`config.mk`:
```
export PLATFORM = sky130hd
export DESIGN_NAME = aabb_overlap_pushout_top
export DESIGN_NICKNAME = d
export VERILOG_FILES = /design/src/rtl/core/aop_pkg.sv /design/src/rtl/core/aop_lane.sv /design/src/rtl/core/aop_merge.sv /design/src/rtl/core/aabb_overlap_pushout_top.sv
export VERILOG_INCLUDE_DIRS = /design/src /design/src/rtl/core
export SDC_FILE = /design/constraint.sdc
export NUM_CORES = 1
export LEC_CHECK = 0
export BUFFER_PORTS_ARGS = -buffer_cell sky130_fd_sc_hd__buf_4
export CAP_MARGIN = 20
export CELL_PAD_IN_SITES_DETAIL_PLACEMENT = 1
export CELL_PAD_IN_SITES_GLOBAL_PLACEMENT = 2
export CORE_UTILIZATION = 40
export DETAILED_ROUTE_END_ITERATION = 16
export PLACE_DENSITY_LB_ADDON = 0.1
export SKIP_CTS_REPAIR_TIMING = 1
export SYNTH_ARGS = -nofsm -noshare
export SYNTH_HDL_FRONTEND = slang
export SYNTH_SLANG_ARGS = --single-unit
```
`constraint.sdc`:
```
create_clock -name clk -period 36.6 [get_ports clk]
set_input_delay 1.83 -clock clk [delete_from_list [all_inputs] [get_ports clk]]
set_output_delay 1.83 -clock clk [all_outputs]
set_load 0.01 [all_outputs]
```
`src/rtl/core/aabb_overlap_pushout_top_defines.svh`:
```
// ----------------------------------------------------------------------------
// aabb_overlap_pushout_top_defines.svh
// Assertion macros for the box overlap push-out block.
// ----------------------------------------------------------------------------
`ifndef AABB_OVERLAP_PUSHOUT_TOP_DEFINES_SVH
`define AABB_OVERLAP_PUSHOUT_TOP_DEFINES_SVH

`ifndef SYNTHESIS
// plain condition checked at every edge out of reset
`define AOP_ASSERT(lbl, cond) \
  lbl: assert property (@(posedge clk) disable iff (rst) (cond)) \
    else $error("aop assertion failed");
// same-cycle implication
`define AOP_ASSERT_IMP(lbl, ante, cons) \
  lbl: assert property (@(posedge clk) disable iff (rst) (ante) |-> (cons)) \
    else $error("aop implication failed");
// next-cycle implication
`define AOP_ASSERT_NXT(lbl, ante, cons) \
  lbl: assert property (@(posedge clk) disable iff (rst) (ante) |=> (cons)) \
    else $error("aop next-cycle check failed");
`else
`define AOP_ASSERT(lbl, cond)
`define AOP_ASSERT_IMP(lbl, ante, cons)
`define AOP_ASSERT_NXT(lbl, ante, cons)
`endif

`endif

```
`src/rtl/core/aop_pkg.sv`:
```
// ----------------------------------------------------------------------------
// aop_pkg
// Shared types, constants and helpers of the box overlap push-out block.
// ----------------------------------------------------------------------------
package aop_pkg;

  localparam logic signed [15:0] POS_MAX = 16'sh7FFF;
  localparam logic signed [15:0] POS_MIN = 16'sh8000;

  // axis codes
  localparam logic [1:0] AXIS_X = 2'd0;
  localparam logic [1:0] AXIS_Y = 2'd1;
  localparam logic [1:0] AXIS_Z = 2'd2;

  // trial codes, in search order
  localparam logic [2:0] PH_POS_X = 3'd0;
  localparam logic [2:0] PH_NEG_X = 3'd1;
  localparam logic [2:0] PH_POS_Z = 3'd2;
  localparam logic [2:0] PH_NEG_Z = 3'd3;
  localparam logic [2:0] PH_POS_Y = 3'd4;
  localparam logic [2:0] PH_NEG_Y = 3'd5;

  // configuration register indexes
  localparam logic CFG_STEP_SIZE   = 1'b0;
  localparam logic CFG_ROUND_LIMIT = 1'b1;

  localparam logic [11:0] STEP_SIZE_RST   = 12'd26;
  localparam logic [7:0]  ROUND_LIMIT_RST = 8'd64;

  typedef struct packed {
    logic [5:0]         pad;
    logic [14:0]        b_size_z;
    logic [14:0]        b_size_y;
    logic [14:0]        b_size_x;
    logic signed [15:0] b_z;
    logic signed [15:0] b_y;
    logic signed [15:0] b_x;
    logic [14:0]        a_size_z;
    logic [14:0]        a_size_y;
    logic [14:0]        a_size_x;
    logic signed [15:0] a_z;
    logic signed [15:0] a_y;
    logic signed [15:0] a_x;
  } in_t;

  typedef struct packed {
    logic [5:0]         pad;
    logic signed [15:0] new_z;
    logic signed [15:0] new_y;
    logic signed [15:0] new_x;
    logic               gave_up;
    logic               hit;
  } out_t;

  typedef struct packed {
    logic               ovl;
    logic signed [15:0] pos;
  } lane_res_t;

  typedef struct packed {
    logic ovl;      // all axes overlap at the tried position
    logic cleared;  // trial moved A clear of B
    logic exhaust;  // last trial of last round failed
  } merge_t;

  function automatic logic [1:0] phase_axis(input logic [2:0] ph);
    logic [1:0] ax;
    case (ph) inside
      PH_POS_X, PH_NEG_X: ax = AXIS_X;
      PH_POS_Z, PH_NEG_Z: ax = AXIS_Z;
      default:            ax = AXIS_Y;
    endcase
    return ax;
  endfunction

endpackage

```
`src/rtl/core/aop_lane.sv`:
```
// ----------------------------------------------------------------------------
// aop_lane
// One axis: optional saturated move of A's centre, then the interval test.
// ----------------------------------------------------------------------------
module aop_lane import aop_pkg::*; (
  input  logic signed [15:0] a,
  input  logic signed [15:0] b,
  input  logic [14:0]        hsum,
  input  logic [19:0]        amt,
  input  logic               move,
  input  logic               neg,
  output lane_res_t          res
);

  logic signed [20:0] a_ext;
  logic signed [20:0] amt_ext;
  logic signed [20:0] sum;
  logic signed [15:0] cand;
  logic signed [16:0] diff;
  logic [16:0]        abs_diff;

  always_comb begin
    a_ext   = 21'(a);
    amt_ext = $signed({1'b0, amt});
    sum     = neg ? (a_ext - amt_ext) : (a_ext + amt_ext);
    if (!move) begin
      cand = a;
    end else if (sum > 21'sd32767) begin
      cand = POS_MAX;
    end else if (sum < -21'sd32768) begin
      cand = POS_MIN;
    end else begin
      cand = sum[15:0];
    end
    // apart only when centre distance exceeds the summed half extents
    diff     = 17'(cand) - 17'(b);
    abs_diff = diff[16] ? $unsigned(-diff) : $unsigned(diff);
    res.ovl  = (abs_diff <= {2'b00, hsum});
    res.pos  = cand;
  end

endmodule

```
`src/rtl/core/aop_merge.sv`:
```
// ----------------------------------------------------------------------------
// aop_merge
// Combines the three lane tests into the trial verdict.
// ----------------------------------------------------------------------------
module aop_merge import aop_pkg::*; (
  input  logic [2:0] lane_ovl,
  input  logic       trial,
  input  logic [2:0] phase,
  input  logic [7:0] round,
  input  logic [7:0] round_limit,
  output merge_t     verdict
);

  always_comb begin
    verdict.ovl     = &lane_ovl;
    verdict.cleared = trial && !verdict.ovl;
    verdict.exhaust = trial && verdict.ovl && (phase == PH_NEG_Y) && (round == round_limit);
  end

endmodule

```
`src/rtl/core/aabb_overlap_pushout_top.sv`:
```
// ----------------------------------------------------------------------------
// aabb_overlap_pushout_top
// Overlap test and push-out of two axis-aligned boxes, Q8.8 fixed point.
// ----------------------------------------------------------------------------
// Usage:
//   Input stream (s_*): one transaction carries both boxes (centres and full
//   extents). Output stream (m_*): one transaction per input with hit,
//   gave_up and A's resolved centre. Config: cfg_we/cfg_index/cfg_data write
//   step_size (index 0) or round_limit (index 1); the user must write them
//   only while the block idles, which the block itself does not enforce.
//   Sequence: the accepting edge enters the test state for the first test;
//   if A overlaps B and round_limit is nonzero, the trial state then runs
//   the trials until one clears or the rounds run out; the finish state
//   loads the output register once it is free. A new item is taken only
//   after the last one has left the finish state; the three axis lanes test
//   one trial per cycle and the sequencer walks the six moves of each round.
//   The amount grows by step_size each round through an adder, no multiply.
//   Reset clears the sequencer and output valid and loads the register
//   defaults (step 26, limit 64). A stalled receiver holds the result in the
//   output register; the next item is still accepted and searched, and
//   waits for the output register before it is delivered.
// ----------------------------------------------------------------------------
`include "aabb_overlap_pushout_top_defines.svh"

module aabb_overlap_pushout_top import aop_pkg::*; (
  input  logic         clk,
  input  logic         rst,
  input  logic         s_tvalid,
  output logic         s_tready,
  // a_x, a_y, a_z, a_size_x, a_size_y, a_size_z,
  // b_x, b_y, b_z, b_size_x, b_size_y, b_size_z, zero pad
  input  logic [191:0] s_tdata,
  output logic         m_tvalid,
  input  logic         m_tready,
  // hit, gave_up, new_x, new_y, new_z, zero pad
  output logic [55:0]  m_tdata,
  input  logic         cfg_we,
  input  logic         cfg_index,
  input  logic [11:0]  cfg_data
);

  localparam logic [1:0] ST_IDLE   = 2'd0;
  localparam logic [1:0] ST_TEST   = 2'd1;
  localparam logic [1:0] ST_TRIAL  = 2'd2;
  localparam logic [1:0] ST_FINISH = 2'd3;

  logic [1:0]  state;
  logic [11:0] step_size;
  logic [7:0]  round_limit;

  // working item
  logic signed [15:0] orig [3];
  logic signed [15:0] bpos [3];
  logic [14:0]        hsum [3];
  logic signed [15:0] res_pos [3];
  logic [19:0] amt;
  logic [7:0]  round;
  logic [2:0]  phase;
  logic        hit;
  logic        gave_up;
  out_t        out_r;

  in_t         in_w;
  lane_res_t   lane [3];
  logic [2:0]  lane_ovl;
  merge_t      verdict;
  logic        trial;
  logic        out_free;

  assign in_w     = in_t'(s_tdata);
  assign s_tready = (state == ST_IDLE);
  assign trial    = (state == ST_TRIAL);
  assign out_free = !m_tvalid || m_tready;

  // config registers
  always_ff @(posedge clk) begin
    if (rst) begin
      step_size   <= STEP_SIZE_RST;
      round_limit <= ROUND_LIMIT_RST;
    end else if (cfg_we) begin
      unique case (cfg_index)
        CFG_STEP_SIZE:   step_size   <= cfg_data;
        CFG_ROUND_LIMIT: round_limit <= cfg_data[7:0];
        default: ;
      endcase
    end
  end

  // axis lanes; only the axis of the current trial moves
  for (genvar i = 0; i < 3; i++) begin : g_lane
    aop_lane u_lane (
      .a    (orig[i]),
      .b    (bpos[i]),
      .hsum (hsum[i]),
      .amt  (amt),
      .move (trial && (phase_axis(phase) == 2'(i))),
      .neg  (phase[0]),
      .res  (lane[i])
    );
    assign lane_ovl[i] = lane[i].ovl;
  end

  aop_merge u_merge (
    .lane_ovl    (lane_ovl),
    .trial       (trial),
    .phase       (phase),
    .round       (round),
    .round_limit (round_limit),
    .verdict     (verdict)
  );

  // trial sequencer
  always_ff @(posedge clk) begin
    if (rst) begin
      state <= ST_IDLE;
    end else begin
      unique case (state)
        ST_IDLE: begin
          if (s_tvalid) begin
            state <= ST_TEST;
          end
        end
        ST_TEST: begin
          if (verdict.ovl && (round_limit != 8'd0)) begin
            state <= ST_TRIAL;
          end else begin
            state <= ST_FINISH;
          end
        end
        ST_TRIAL: begin
          if (verdict.cleared || verdict.exhaust) begin
            state <= ST_FINISH;
          end
        end
        ST_FINISH: begin
          if (out_free) begin
            state <= ST_IDLE;
          end
        end
        default: state <= ST_IDLE;
      endcase
    end
  end

  // working payload
  always_ff @(posedge clk) begin
    case (state)
      ST_IDLE: begin
        if (s_tvalid) begin
          orig[0] <= in_w.a_x;
          orig[1] <= in_w.a_y;
          orig[2] <= in_w.a_z;
          bpos[0] <= in_w.b_x;
          bpos[1] <= in_w.b_y;
          bpos[2] <= in_w.b_z;
          hsum[0] <= {1'b0, in_w.a_size_x[14:1]} + {1'b0, in_w.b_size_x[14:1]};
          hsum[1] <= {1'b0, in_w.a_size_y[14:1]} + {1'b0, in_w.b_size_y[14:1]};
          hsum[2] <= {1'b0, in_w.a_size_z[14:1]} + {1'b0, in_w.b_size_z[14:1]};
        end
      end
      ST_TEST: begin
        hit      <= verdict.ovl;
        gave_up  <= verdict.ovl && (round_limit == 8'd0);
        res_pos  <= orig;
        amt      <= {8'd0, step_size};
        round    <= 8'd1;
        phase    <= PH_POS_X;
      end
      ST_TRIAL: begin
        if (verdict.cleared) begin
          gave_up    <= 1'b0;
          res_pos[0] <= lane[0].pos;
          res_pos[1] <= lane[1].pos;
          res_pos[2] <= lane[2].pos;
        end else if (verdict.exhaust) begin
          gave_up <= 1'b1;
        end else if (phase == PH_NEG_Y) begin
          // next round: amount = round * step
          round <= round + 8'd1;
          amt   <= amt + {8'd0, step_size};
          phase <= PH_POS_X;
        end else begin
          phase <= phase + 3'd1;
        end
      end
      default: ;
    endcase
  end

  // output register
  always_ff @(posedge clk) begin
    if (rst) begin
      m_tvalid <= 1'b0;
    end else if (state == ST_FINISH && out_free) begin
      m_tvalid <= 1'b1;
    end else if (m_tready) begin
      m_tvalid <= 1'b0;
    end
  end

  always_ff @(posedge clk) begin
    if (state == ST_FINISH && out_free) begin
      out_r.pad     <= '0;
      out_r.hit     <= hit;
      out_r.gave_up <= gave_up;
      out_r.new_x   <= res_pos[0];
      out_r.new_y   <= res_pos[1];
      out_r.new_z   <= res_pos[2];
    end
  end

  assign m_tdata = out_r;

  `AOP_ASSERT_IMP(a_round_range, trial, (round != 8'd0) && (round <= round_limit))
  `AOP_ASSERT_IMP(a_phase_range, trial, phase <= PH_NEG_Y)
  `AOP_ASSERT_IMP(a_gave_up_hit, m_tvalid, !out_r.gave_up || out_r.hit)
  `AOP_ASSERT_NXT(a_accept_test, s_tvalid && s_tready, state == ST_TEST)

endmodule
```
==> results.json <==
{
  "nets": 2959,
  "crit_family": "compound AO/OA/AOI/OAI gates",
  "dp_hpwl_um": 50500,
  "synthFlopType": "edfxtp_1",
  "path_buf_inv": 3,
  "skew_ps": 21.98,
  "clk_pin_slew_worst_paths_ps": 60,
  "antenna_found_initial": 2,
  "grt.total_usage_pct": 23.06,
  "cap_violations": 0,
  "drt_iter0_drc": 901,
  "finalSetupViolations": 0,
  "rows": 85,
  "drive_above_1_share_pct": 15.25,
  "post-route-min-period_ps": 13410,
  "period_share_pct": 36.65,
  "crit_required_ps": 36770,
  "drc": 0,
  "grt_pass1_vias": 18649,
  "synthesis.area_per_instance_sq_um": 9.447,
  "status": "complete, no violations",
  "hold_class": "flop to flop",
  "io_pins": 268,
  "hold_viol": 0,
  "grt_pass1_wl_um": 101500,
  "netlist_area_sq_um": 22060,
  "yosysWarnings": 0,
  "place_congestion": 0.8749,
  "wl_um": 65600,
  "grt_max_degree": 78,
  "synth_edf_count": 272,
  "cpPeakStageDelay_ps": 980,
  "synth_cell_type_count": 93,
  "avgViaCountPerCell": 5.611,
  "cts_max_path_buffers": 3,
  "synth_area_leaders": "edfxtp_1 37%, ha_1 9.8%, xnor2_1 5.4%",
  "fillers": 6148,
  "max_freq_ghz": 0.07455,
  "cts_buffers": 36,
  "die_w_um": 236.8,
  "async_flop_share_pct": 0,
  "crit_slowest_cell": "edfxtp_1",
  "cp-start-kind": "flop",
  "cts_max_level": 2,
  "portBuffers": 249,
  "yosysMostFrequentCell": "edfxtp_1",
  "first_pass_iters": 5,
  "worstPathArrival_ps": 13590,
  "crit_top_cell": "ha_1",
  "core_sq_um": 54130,
  "cts_tree": "done",
  "yosysSeqAreaShare_pct": 39.12,
  "rsz0062_at_grt": "false",
  "antenna_left": 0,
  "start_util_pct": 40.75,
  "setup_tns_ps": 0,
  "die-area_sq_um": 56090,
  "slew_headroom_pct": 25.12,
  "synth_top_area_share_pct": 37.03,
  "path_max_fanout": 33,
  "clk_latency_ps": 560,
  "cts.sinks": 295,
  "synth_commonest_cells": "272 x edfxtp_1, 216 x inv_1, 188 x nor2_1",
  "final_max_slew_viol_count": 0,
  "die_y_um": 236.8,
  "synthCells": 2335,
  "end_kind": "flop",
  "root_buffer": "clkbuf_16",
  "ys_ff_latch": 295,
  "wl_per_cell_um": 19.95,
  "crit_type": "flop to flop",
  "grt.overflow.total": 0,
  "area_growth_pct": 17.62,
  "worst_slew_pin_slew_ps": 1115,
  "vias": 18448,
  "yosys.area.top_type": "edfxtp_1"
}
==> flip-flops by register name (all words and copies together), names as in the netlist <==
register,cells
m_tdata,50
bpos,48
orig,48
res_pos,48
hsum,45
amt,20
step_size,12
round,8
round_limit,8
phase,3
state,2
gave_up,1
hit,1
m_tvalid,1
==> metrics by stage <==
stage	setup slack, ps	util (%)	area, sq um	cells	hold slack, ps
2_1_floorplan	23270	-	22080	2340	400.3
3_3_place_gp	23580	45.70	24740	3223	400.6
3_5_place_dp	23240	45.70	24740	3223	405.6
4_1_cts	23140	47.87	25920	3286	420.1
5_1_grt	22360	47.93	25950	3288	422.1
6_report	23190	47.93	25950	3288	419.5
==> metal layers <==
layer,routed length [um],global-route usage [%]
met1,30050,30.83
met2,30900,38.55
met3,2835,3.101
met4,1816,7.222
met5,0,0
==> area by class of cell <==
| cell class | count | area (sq um) | share of cell area [%] |
|---|---|---|---|
| antenna | 1 | 2.502 | 0.009645 |
| clock buffer | 43 | 969.7 | 3.737 |
| clock inverter | 20 | 206.4 | 0.7957 |
| inverter | 216 | 810.8 | 3.125 |
| multi-input combinational | 1734 | 12310 | 47.46 |
| sequential | 295 | 8628 | 33.25 |
| tap | 696 | 870.8 | 3.356 |
| timing repair buffer | 283 | 2145 | 8.265 |
==> cell usage in the layout, fill, tap and decap left out, types with 54 or more instances in the layout <==
cell,instances
buf_4,282
edfxtp_1,272
inv_1,216
nor2_1,188
ha_1,173
nand2_1,158
a21oi_1,147
o21ai_0,134
xnor2_1,133
xor2_1,56
nand3_1,54
==> worst paths after layout <==
path	slack (ps)	depth (start not counted)	to	startpoint
setup / recovery	23190	39	amt[18]	phase[0]
hold / removal	420	0	m_tdata[7]	res_pos[37]
setup reg to reg	23190	39	amt[18]	phase[0]
hold reg to reg	420	0	m_tdata[7]	res_pos[37]
==> kinds of logic after synthesis <==
| logic type | share of synthesized area, % |
|---|---|
| flip-flops | 39.12 |
| other | 0.01700 |
| buffers and inverters | 5.457 |
| AND/OR/NAND/NOR | 15.11 |
| XOR/XNOR | 8.009 |
| AO/OA/AOI/OAI | 19.70 |
| multiplexers | 0.8679 |
| adder cells (fa/ha/maj) | 11.72 |
Power is not shown: default switching activity piles up to over one toggle a cycle in this logic, so the estimate is an artifact.
